**src/rtl/bed_pkg.sv**
```systemverilog
// Shared constants and types for the button event detector.
`timescale 1ns / 1ps
`default_nettype none

package bed_pkg;

    localparam int NUM_BUTTONS = 16;
    localparam int MASK_W      = 16;
    localparam int TIME_W      = 32;
    localparam int IDX_W       = 4;
    localparam int CFG_DATA_W  = 32;
    localparam int CFG_IDX_W   = 1;

    localparam logic [1:0] CMD_SCAN  = 2'd0;
    localparam logic [1:0] CMD_READ  = 2'd1;
    localparam logic [1:0] CMD_CLEAR = 2'd2;

    localparam logic [1:0] EV_NONE    = 2'd0;
    localparam logic [1:0] EV_PRESS   = 2'd1;
    localparam logic [1:0] EV_RELEASE = 2'd2;
    localparam logic [1:0] EV_LONG    = 2'd3;

    localparam logic [CFG_IDX_W-1:0] REG_LONG_PRESS_MS     = 1'b0;
    localparam logic [CFG_IDX_W-1:0] REG_LONG_PRESS_ENABLE = 1'b1;

    localparam logic [TIME_W-1:0] LONG_PRESS_MS_RST     = 32'd1000;
    localparam logic [MASK_W-1:0] LONG_PRESS_ENABLE_RST = 16'hFFFF;

    // Per-lane view of the current transaction
    typedef struct packed {
        logic accept;
        logic scan;
        logic read_hit;
        logic clear_all;
    } lane_ctrl_t;

    // What one lane found for the current transaction
    typedef struct packed {
        logic       held_next;
        logic       press_hit;
        logic       release_hit;
        logic       long_hit;
        logic [1:0] rd_event;
        logic       rd_pressed;
    } lane_stat_t;

    typedef struct packed {
        logic [1:0]        event_code;
        logic              button_pressed;
        logic [MASK_W-1:0] pressed_mask;
        logic [MASK_W-1:0] press_events_mask;
        logic [MASK_W-1:0] release_events_mask;
        logic [MASK_W-1:0] long_events_mask;
    } result_t;

endpackage

`default_nettype wire

```
**src/rtl/bed_lane.sv**
```systemverilog
// One button lane: level tracking, hold timer compare and pending event.
`timescale 1ns / 1ps
`default_nettype none

module bed_lane (
    input  wire logic                       clk,
    input  wire logic                       rst_n,
    input  wire bed_pkg::lane_ctrl_t        ctrl,
    input  wire logic                       level,
    input  wire logic                       long_en,
    input  wire logic [bed_pkg::TIME_W-1:0] now_ms,
    input  wire logic [bed_pkg::TIME_W-1:0] long_press_ms,
    output bed_pkg::lane_stat_t             stat
);

    logic                       held_reg;
    logic                       held_next;
    logic                       fired_reg;
    logic                       fired_next;
    logic [1:0]                 pend_reg;
    logic [1:0]                 pend_next;
    logic [bed_pkg::TIME_W-1:0] start_reg;
    logic                       start_load;
    logic [bed_pkg::TIME_W-1:0] elapsed;
    logic                       rise;
    logic                       fall;
    logic                       long_cond;

    assign rise      = level & ~held_reg;
    assign fall      = ~level & held_reg;
    // held time wraps modulo 2^32
    assign elapsed   = now_ms - start_reg;
    assign long_cond = level & held_reg & long_en & ~fired_reg & (elapsed >= long_press_ms);

    always_comb
    begin
        held_next  = held_reg;
        fired_next = fired_reg;
        pend_next  = pend_reg;
        start_load = 1'b0;
        if (ctrl.accept)
        begin
            if (ctrl.scan)
            begin
                priority if (rise)
                begin
                    held_next  = 1'b1;
                    fired_next = 1'b0;
                    pend_next  = bed_pkg::EV_PRESS;
                    start_load = 1'b1;
                end
                else if (fall)
                begin
                    held_next = 1'b0;
                    pend_next = bed_pkg::EV_RELEASE;
                end
                else if (long_cond)
                begin
                    fired_next = 1'b1;
                    pend_next  = bed_pkg::EV_LONG;
                end
            end
            if (ctrl.read_hit || ctrl.clear_all)
            begin
                pend_next = bed_pkg::EV_NONE;
            end
        end
    end

    always_ff @(posedge clk or negedge rst_n)
    begin
        if (!rst_n)
        begin
            held_reg  <= 1'b0;
            fired_reg <= 1'b0;
            pend_reg  <= bed_pkg::EV_NONE;
        end
        else
        begin
            held_reg  <= held_next;
            fired_reg <= fired_next;
            pend_reg  <= pend_next;
        end
    end

    always_ff @(posedge clk)
    begin
        if (start_load)
        begin
            start_reg <= now_ms;
        end
    end

    always_comb
    begin
        stat.held_next   = ctrl.scan ? level : held_reg;
        stat.press_hit   = ctrl.scan & rise;
        stat.release_hit = ctrl.scan & fall;
        stat.long_hit    = ctrl.scan & ~rise & ~fall & long_cond;
        stat.rd_event    = ctrl.read_hit ? pend_reg : bed_pkg::EV_NONE;
        stat.rd_pressed  = ctrl.read_hit & held_reg;
    end

endmodule

`default_nettype wire

```
**src/rtl/bed_merge.sv**
```systemverilog
// Merge of lane results into masks and read data, with a two-entry output buffer.
`timescale 1ns / 1ps
`default_nettype none

module bed_merge (
    input  wire logic                                              clk,
    input  wire logic                                              rst_n,
    input  wire bed_pkg::lane_stat_t [bed_pkg::NUM_BUTTONS-1:0]    lane_stat,
    input  wire logic                                              take,
    input  wire logic                                              out_stall,
    output logic                                                   full,
    output logic                                                   out_valid,
    output bed_pkg::result_t                                       result
);

    bed_pkg::result_t merged;
    bed_pkg::result_t out_data_reg;
    bed_pkg::result_t out_data_next;
    bed_pkg::result_t skid_data_reg;
    bed_pkg::result_t skid_data_next;
    logic             out_valid_reg;
    logic             out_valid_next;
    logic             skid_valid_reg;
    logic             skid_valid_next;
    logic             pop;
    logic [1:0]       rd_code;
    logic             rd_pressed;

    // only the first MASK_W buttons show up in the masks
    for (genvar j = 0; j < bed_pkg::MASK_W; j++)
    begin : g_mask
        if (j < bed_pkg::NUM_BUTTONS)
        begin : g_on
            assign merged.pressed_mask[j]        = lane_stat[j].held_next;
            assign merged.press_events_mask[j]   = lane_stat[j].press_hit;
            assign merged.release_events_mask[j] = lane_stat[j].release_hit;
            assign merged.long_events_mask[j]    = lane_stat[j].long_hit;
        end
        else
        begin : g_off
            assign merged.pressed_mask[j]        = 1'b0;
            assign merged.press_events_mask[j]   = 1'b0;
            assign merged.release_events_mask[j] = 1'b0;
            assign merged.long_events_mask[j]    = 1'b0;
        end
    end

    // at most one lane is selected by a read, so OR the gated read data
    always_comb
    begin
        rd_code    = bed_pkg::EV_NONE;
        rd_pressed = 1'b0;
        for (int i = 0; i < bed_pkg::NUM_BUTTONS; i++)
        begin
            rd_code    = rd_code | lane_stat[i].rd_event;
            rd_pressed = rd_pressed | lane_stat[i].rd_pressed;
        end
    end

    assign merged.event_code     = rd_code;
    assign merged.button_pressed = rd_pressed;

    assign pop = out_valid_reg & ~out_stall;

    always_comb
    begin
        out_valid_next  = out_valid_reg;
        out_data_next   = out_data_reg;
        skid_valid_next = skid_valid_reg;
        skid_data_next  = skid_data_reg;
        if (pop)
        begin
            if (skid_valid_reg)
            begin
                out_data_next   = skid_data_reg;
                skid_valid_next = 1'b0;
            end
            else if (take)
            begin
                out_data_next = merged;
            end
            else
            begin
                out_valid_next = 1'b0;
            end
        end
        else if (take)
        begin
            if (!out_valid_reg)
            begin
                out_data_next  = merged;
                out_valid_next = 1'b1;
            end
            else
            begin
                // hold the new transaction behind the stalled one
                skid_data_next  = merged;
                skid_valid_next = 1'b1;
            end
        end
    end

    always_ff @(posedge clk or negedge rst_n)
    begin
        if (!rst_n)
        begin
            out_valid_reg  <= 1'b0;
            skid_valid_reg <= 1'b0;
        end
        else
        begin
            out_valid_reg  <= out_valid_next;
            skid_valid_reg <= skid_valid_next;
        end
    end

    always_ff @(posedge clk)
    begin
        out_data_reg  <= out_data_next;
        skid_data_reg <= skid_data_next;
    end

    assign full      = skid_valid_reg;
    assign out_valid = out_valid_reg;
    assign result    = out_data_reg;

endmodule

`default_nettype wire

```
**src/rtl/button_event_detector.sv**
```systemverilog
// Top level of the button event detector: configuration, lanes and merge.
//
// Takes one transaction per clock unless in_stall is high and returns
// exactly one registered result per transaction. Every button has its
// own lane holding its level, press start time, long-press mark and pending
// event; a scan updates all lanes in the same cycle, each lane doing one
// 32-bit subtract and compare for the hold time. A two-entry output buffer
// keeps the input open while one result waits; in_stall rises only when
// both entries are occupied. Configuration writes take effect at the next
// clock edge and must be made while no transaction is in flight.
`timescale 1ns / 1ps
`default_nettype none

module button_event_detector (
    input  wire logic                            clk,
    input  wire logic                            rst_n,
    input  wire logic                            in_valid,
    output logic                                 in_stall,
    input  wire logic [1:0]                      command,
    input  wire logic [bed_pkg::MASK_W-1:0]      pressed_levels,
    input  wire logic [bed_pkg::TIME_W-1:0]      now_ms,
    input  wire logic [bed_pkg::IDX_W-1:0]       button_index,
    output logic                                 out_valid,
    input  wire logic                            out_stall,
    output logic [1:0]                           event_code,
    output logic                                 button_pressed,
    output logic [bed_pkg::MASK_W-1:0]           pressed_mask,
    output logic [bed_pkg::MASK_W-1:0]           press_events_mask,
    output logic [bed_pkg::MASK_W-1:0]           release_events_mask,
    output logic [bed_pkg::MASK_W-1:0]           long_events_mask,
    input  wire logic                            cfg_we,
    input  wire logic [bed_pkg::CFG_IDX_W-1:0]   cfg_index,
    input  wire logic [bed_pkg::CFG_DATA_W-1:0]  cfg_data
);

    logic [bed_pkg::TIME_W-1:0] long_press_ms_reg;
    logic [bed_pkg::TIME_W-1:0] long_press_ms_next;
    logic [bed_pkg::MASK_W-1:0] long_press_enable_reg;
    logic [bed_pkg::MASK_W-1:0] long_press_enable_next;

    logic                                           accept;
    logic                                           full;
    bed_pkg::lane_stat_t [bed_pkg::NUM_BUTTONS-1:0] lane_stat;
    bed_pkg::result_t                               result;

    always_comb
    begin
        long_press_ms_next     = long_press_ms_reg;
        long_press_enable_next = long_press_enable_reg;
        if (cfg_we)
        begin
            unique case (cfg_index)
                bed_pkg::REG_LONG_PRESS_MS:
                    long_press_ms_next = cfg_data;
                bed_pkg::REG_LONG_PRESS_ENABLE:
                    long_press_enable_next = cfg_data[bed_pkg::MASK_W-1:0];
                default:
                    long_press_ms_next = long_press_ms_reg;
            endcase
        end
    end

    always_ff @(posedge clk or negedge rst_n)
    begin
        if (!rst_n)
        begin
            long_press_ms_reg     <= bed_pkg::LONG_PRESS_MS_RST;
            long_press_enable_reg <= bed_pkg::LONG_PRESS_ENABLE_RST;
        end
        else
        begin
            long_press_ms_reg     <= long_press_ms_next;
            long_press_enable_reg <= long_press_enable_next;
        end
    end

    assign in_stall = full;
    assign accept   = in_valid & ~full;

    for (genvar i = 0; i < bed_pkg::NUM_BUTTONS; i++)
    begin : g_lane
        bed_pkg::lane_ctrl_t ctrl;
        logic                level;
        logic                long_en;

        assign ctrl.accept    = accept;
        assign ctrl.scan      = (command == bed_pkg::CMD_SCAN);
        assign ctrl.read_hit  = (command == bed_pkg::CMD_READ) &&
                                ({28'd0, button_index} == 32'(i));
        assign ctrl.clear_all = (command == bed_pkg::CMD_CLEAR);

        // buttons beyond the level word are never pressed
        if (i < bed_pkg::MASK_W)
        begin : g_in
            assign level   = pressed_levels[i];
            assign long_en = long_press_enable_reg[i];
        end
        else
        begin : g_out
            assign level   = 1'b0;
            assign long_en = 1'b0;
        end

        bed_lane u_lane (
            .clk           (clk),
            .rst_n         (rst_n),
            .ctrl          (ctrl),
            .level         (level),
            .long_en       (long_en),
            .now_ms        (now_ms),
            .long_press_ms (long_press_ms_reg),
            .stat          (lane_stat[i])
        );
    end

    bed_merge u_merge (
        .clk       (clk),
        .rst_n     (rst_n),
        .lane_stat (lane_stat),
        .take      (accept),
        .out_stall (out_stall),
        .full      (full),
        .out_valid (out_valid),
        .result    (result)
    );

    assign event_code          = result.event_code;
    assign button_pressed      = result.button_pressed;
    assign pressed_mask        = result.pressed_mask;
    assign press_events_mask   = result.press_events_mask;
    assign release_events_mask = result.release_events_mask;
    assign long_events_mask    = result.long_events_mask;

endmodule

`default_nettype wire
```
**config.mk**
```make
export PLATFORM = sky130hd
export DESIGN_NAME = button_event_detector
export DESIGN_NICKNAME = d
export VERILOG_FILES = /design/src/rtl/bed_pkg.sv /design/src/rtl/bed_lane.sv /design/src/rtl/bed_merge.sv /design/src/rtl/button_event_detector.sv
export SDC_FILE = /design/constraint.sdc
export NUM_CORES = 2
export LEC_CHECK = 0
export BUFFER_PORTS_ARGS = -buffer_cell sky130_fd_sc_hd__buf_2
export CAP_MARGIN = 40
export CORE_UTILIZATION = 38
export DETAILED_ROUTE_END_ITERATION = 8
export GPL_TIMING_DRIVEN = 0
export PLACE_DENSITY = 0.62
export SLEW_MARGIN = 25
export SYNTH_ARGS = -nofsm -noshare
export SYNTH_HDL_FRONTEND = slang
export SYNTH_SLANG_ARGS = --single-unit
```
**constraint.sdc**
```tcl
create_clock -name clk -period 6.8 [get_ports clk]
set_input_delay 0.68 -clock clk [delete_from_list [all_inputs] [get_ports clk]]
set_output_delay 0.68 -clock clk [all_outputs]
set_load 0.01 [all_outputs]
```
==> results.tsv <==
metric	value	unit
detail_route.wirelength	195	mm
worst-slew-pin-transition	0.942	ns
worstHoldPathType	in -> reg	
finalHoldViolCount	0	
timing.final.crit_period	6.35	ns
clkSlewWorstSetupHoldPaths	0.07	ns
cp_data_arrival_time	6.81	ns
grt_pass1_wl	290	mm
synth_sequential_area_ratio	35.4	%
run_status	finished clean	
worst_hold_startpoint	cfg_data[20]	
detailedRoute.firstIterationViolations	3915	
power.leakage	31.9	nW
synth-edff-count	646	
area.sequential	22300	um2
grtUsageMet2	37.3	%
power.share.combinational	35.2	%
gr-usage-met1	29.9	%
clock_path_buffers	3	
timing.rr.end	u_merge.result[2]	
worstHoldPathCells	3	
r2r_setup_slack	0.77	ns
power.density	241	nW/um2
internal_power	0.0111	W
die_w	409	um
yosys_register_bits	760	
rsz0062_at_grt	false	
place.detailed.instances	8842	
globalRouteMet3Util	3.32	%
clk-insertion-delay-late	0.72	ns
fin_nets	7944	
yosysWarningCount	0	
clockPowerShare	29.7	%
sequentialPowerShare	35.2	%
crit_path_max_fanout	17	
drtPass1Iterations	8	
final_report_max_slew_violation_count	0	
synth.cell_area	62900	um2
fin_cells	9015	
synth_cell_type_count	79	
cts_htree_levels	3	
grt_busiest_layer	met2	
multiInputGateArea	37900	um2
die_h	409	um
final.setup.tns	0	ns
net_switching_share_of_the_total_power	35.2	%
clock_skews	0.0271	ns
power.switching	0.00603	W
relSlewSlack	37.2	%
grt_start_max_net_pins	65	
syn_avg_cell_area	9.76	um2
holdWs	0.181	ns
required	7.25	ns
post_drt_via_cell_ratio	5.62	
synthesis.instances	6442	
number_of_antenna_violations_at_the_first_check_in_global_routing	8	
number_of_violations_of_the_max_capacitance_limit	0	
worstSetupPathType	in -> reg	
num_vias	50600	
core-area	164000	um2
cts_inserted_buffers	92	
largest_register_ffs	512	
cts_tree	done	
drcViolationCount	0	
worstSetupStartpointType	primary input	
fp-row-count	148	
io_pins	161	
post_route_cells_drive_above_1_share	8.18	%
antenna_violating_nets_post_route	0	
routedWlPerCell	21.6	um
layout_worst_path_cycle_share	93.4	%
fmaxAchievable	157	MHz
ir_drop	0.218	mV
sort_of_element_at_the_end_of_the_critical_path	flip-flop	
fp.dieArea	167000	um2
buffer_ports.inserted	160	
reg2reg_depth	22	
min_delay_worst_endpoint	long_press_ms_reg[20]	
ctsRootBufferMaster	clkbuf_16	
area_delta_synth_final	12.8	%
synth_nets	7621	
hpwlAfterDp	142	mm
layout.filler_cells	15600	
finalSetupViolCount	0	
synth-async-reset-ratio	15.0	%
timing.rr.start	g_lane[2].u_lane.start_reg[13]	
cts.sinks	760	
gpl.final_weighted_congestion	0.928	
initial_core_utilization	38.5	%
ys.flop_type	edfxtp_1	
grt_pass1_vias	48800	
grt_remaining_overflow	0	
grtUsageTotal	22.7	%
power by group through the flow:
stage | Combinational [W] | Sequential (W) | Clock (W)
after global placement | 0.00552 | 0.00613 | 0
after floorplan | 0.00374 | 0.00611 | 0
after CTS | 0.00597 | 0.00601 | 0.00517
after detailed placement | 0.00593 | 0.00610 | 0
final | 0.00602 | 0.00602 | 0.00508
after global routing | 0.00664 | 0.00606 | 0.00531
through the flow:
step	total power (W)	setup slack, ns	instance area [um2]	util [%]
2_1_floorplan	0.00985	1.23	62900	-
3_3_place_gp	0.0117	-1.84	66400	40.6
3_5_place_dp	0.0120	-1.07	67800	41.5
4_1_cts	0.0171	0.0414	70900	43.3
5_1_grt	0.0180	0.0654	70900	43.4
6_report	0.0171	0.446	70900	43.4
worst max-delay path by stage:
stage,start,endpoint,slack (ns),cells past startpoint
after floorplan,now_ms[0],u_merge.result[12],1.23,23
after global placement,now_ms[0],u_merge.result[10],-1.84,24
after detailed placement,now_ms[0],u_merge.result[12],-1.07,23
after CTS,now_ms[0],u_merge.result[2],0.04,24
after global routing,now_ms[13],u_merge.result[2],0.07,22
final,now_ms[0],u_merge.result[2],0.45,25
critical path, cell delays in order:
cell and delay, ns:
clkbuf_4 0.31, inv_8 0.28, ha_1 0.22, inv_1 0.06, fa_1 0.39, a21o_1 0.21
a311oi_1 0.40, o22ai_1 0.27, a22oi_1 0.29, a31oi_1 0.30, and2_1 0.29, a2111oi_1 0.42
o21bai_1 0.13, a21oi_1 0.23, xnor2_1 0.16, ha_1 0.26, nand4_1 0.08, buf_4 0.17
nor2_1 0.09, o311ai_0 0.12, o31ai_1 0.15, a41oi_2 0.51, a211o_1 0.33, nor4_1 0.09
mux2_2 0.31
Yosys cell counts (all sizes together), types with 11 or more instances:
library cell | number | area [um2]
dfrtp | 92 | 2300
o31ai | 28 | 210
nand2b | 87 | 544
and2 | 54 | 338
clkbuf | 60 | 225
a221oi | 19 | 166
nor2b | 96 | 601
mux2i | 16 | 160
o211ai | 30 | 225
o41ai | 11 | 96.3
a311oi | 12 | 105
a21o | 387 | 2910
a2111oi | 17 | 149
ha | 1071 | 13400
mux2 | 66 | 743
a22oi | 15 | 113
o21ai | 339 | 1700
a211oi | 67 | 508
nand2 | 337 | 1260
o2111ai | 11 | 96.3
or2 | 25 | 156
fa | 16 | 320
a221o | 17 | 170
inv | 681 | 2560
nor2 | 385 | 1450
a31oi | 40 | 250
dfstp | 22 | 578
nand4 | 117 | 732
a41oi | 12 | 105
and4 | 21 | 184
xor2 | 123 | 1080
o311ai | 11 | 96.3
nand3 | 105 | 526
nor4 | 24 | 150
nand3b | 12 | 90.1
a211o | 22 | 193
a21oi | 552 | 2770
and3 | 64 | 400
edfxtp | 646 | 19400
nor3 | 87 | 435
or3 | 30 | 188
xnor2 | 317 | 2780
o21a | 81 | 608
a21boi | 17 | 128
o21bai | 71 | 533
logic make-up after synthesis:
logic type,synth area share [%]
AOI/OAI and AO/OA,19.0
and+or+nand+nor,11.7
adders and majority gates,21.8
DFF,35.4
buffers and inverters,4.44
xor gates and xnor gates,6.13
muxes,1.51
timing repair:
item,in CTS,in global routing
hold endpoints to repair,44,0
cloned,0,0
setup buffers,0,1
pin swaps,0,1
hold buffers,1,0
setup endpoints to repair,12,9
gates resized for setup,3,6
area by class of cell:
type | count | share of cell area, %
timing repair buffer | 229 | 3.08
sequential | 760 | 31.4
antenna | 3 | 0.0106
tap | 2175 | 3.84
multi-input combinational | 4938 | 53.4
clock inverter | 58 | 0.812
clock buffer | 108 | 3.46
buffer | 63 | 0.337
inverter | 681 | 3.61
routing by layer:
layer / vias up / share of wire, %
li1: 24400 / -
met1: 24300 / 45
met2: 1490 / 45
met3: 374 / 6.1
met4: 2 / 4.2
met5: - / 0.0067
cell usage in the layout, fill, tap and decap left out, drive strengths merged, types with 92 or more instances in the layout:
cell,count
a21o,387
a21oi,552
buf,229
clkbuf,170
dfrtp,92
edfxtp,646
ha,1071
inv,683
nand2,337
nand3,105
nand4,117
nor2,385
nor2b,96
o21ai,339
xnor2,317
xor2,123
Power figures use the tool's default switching activity.
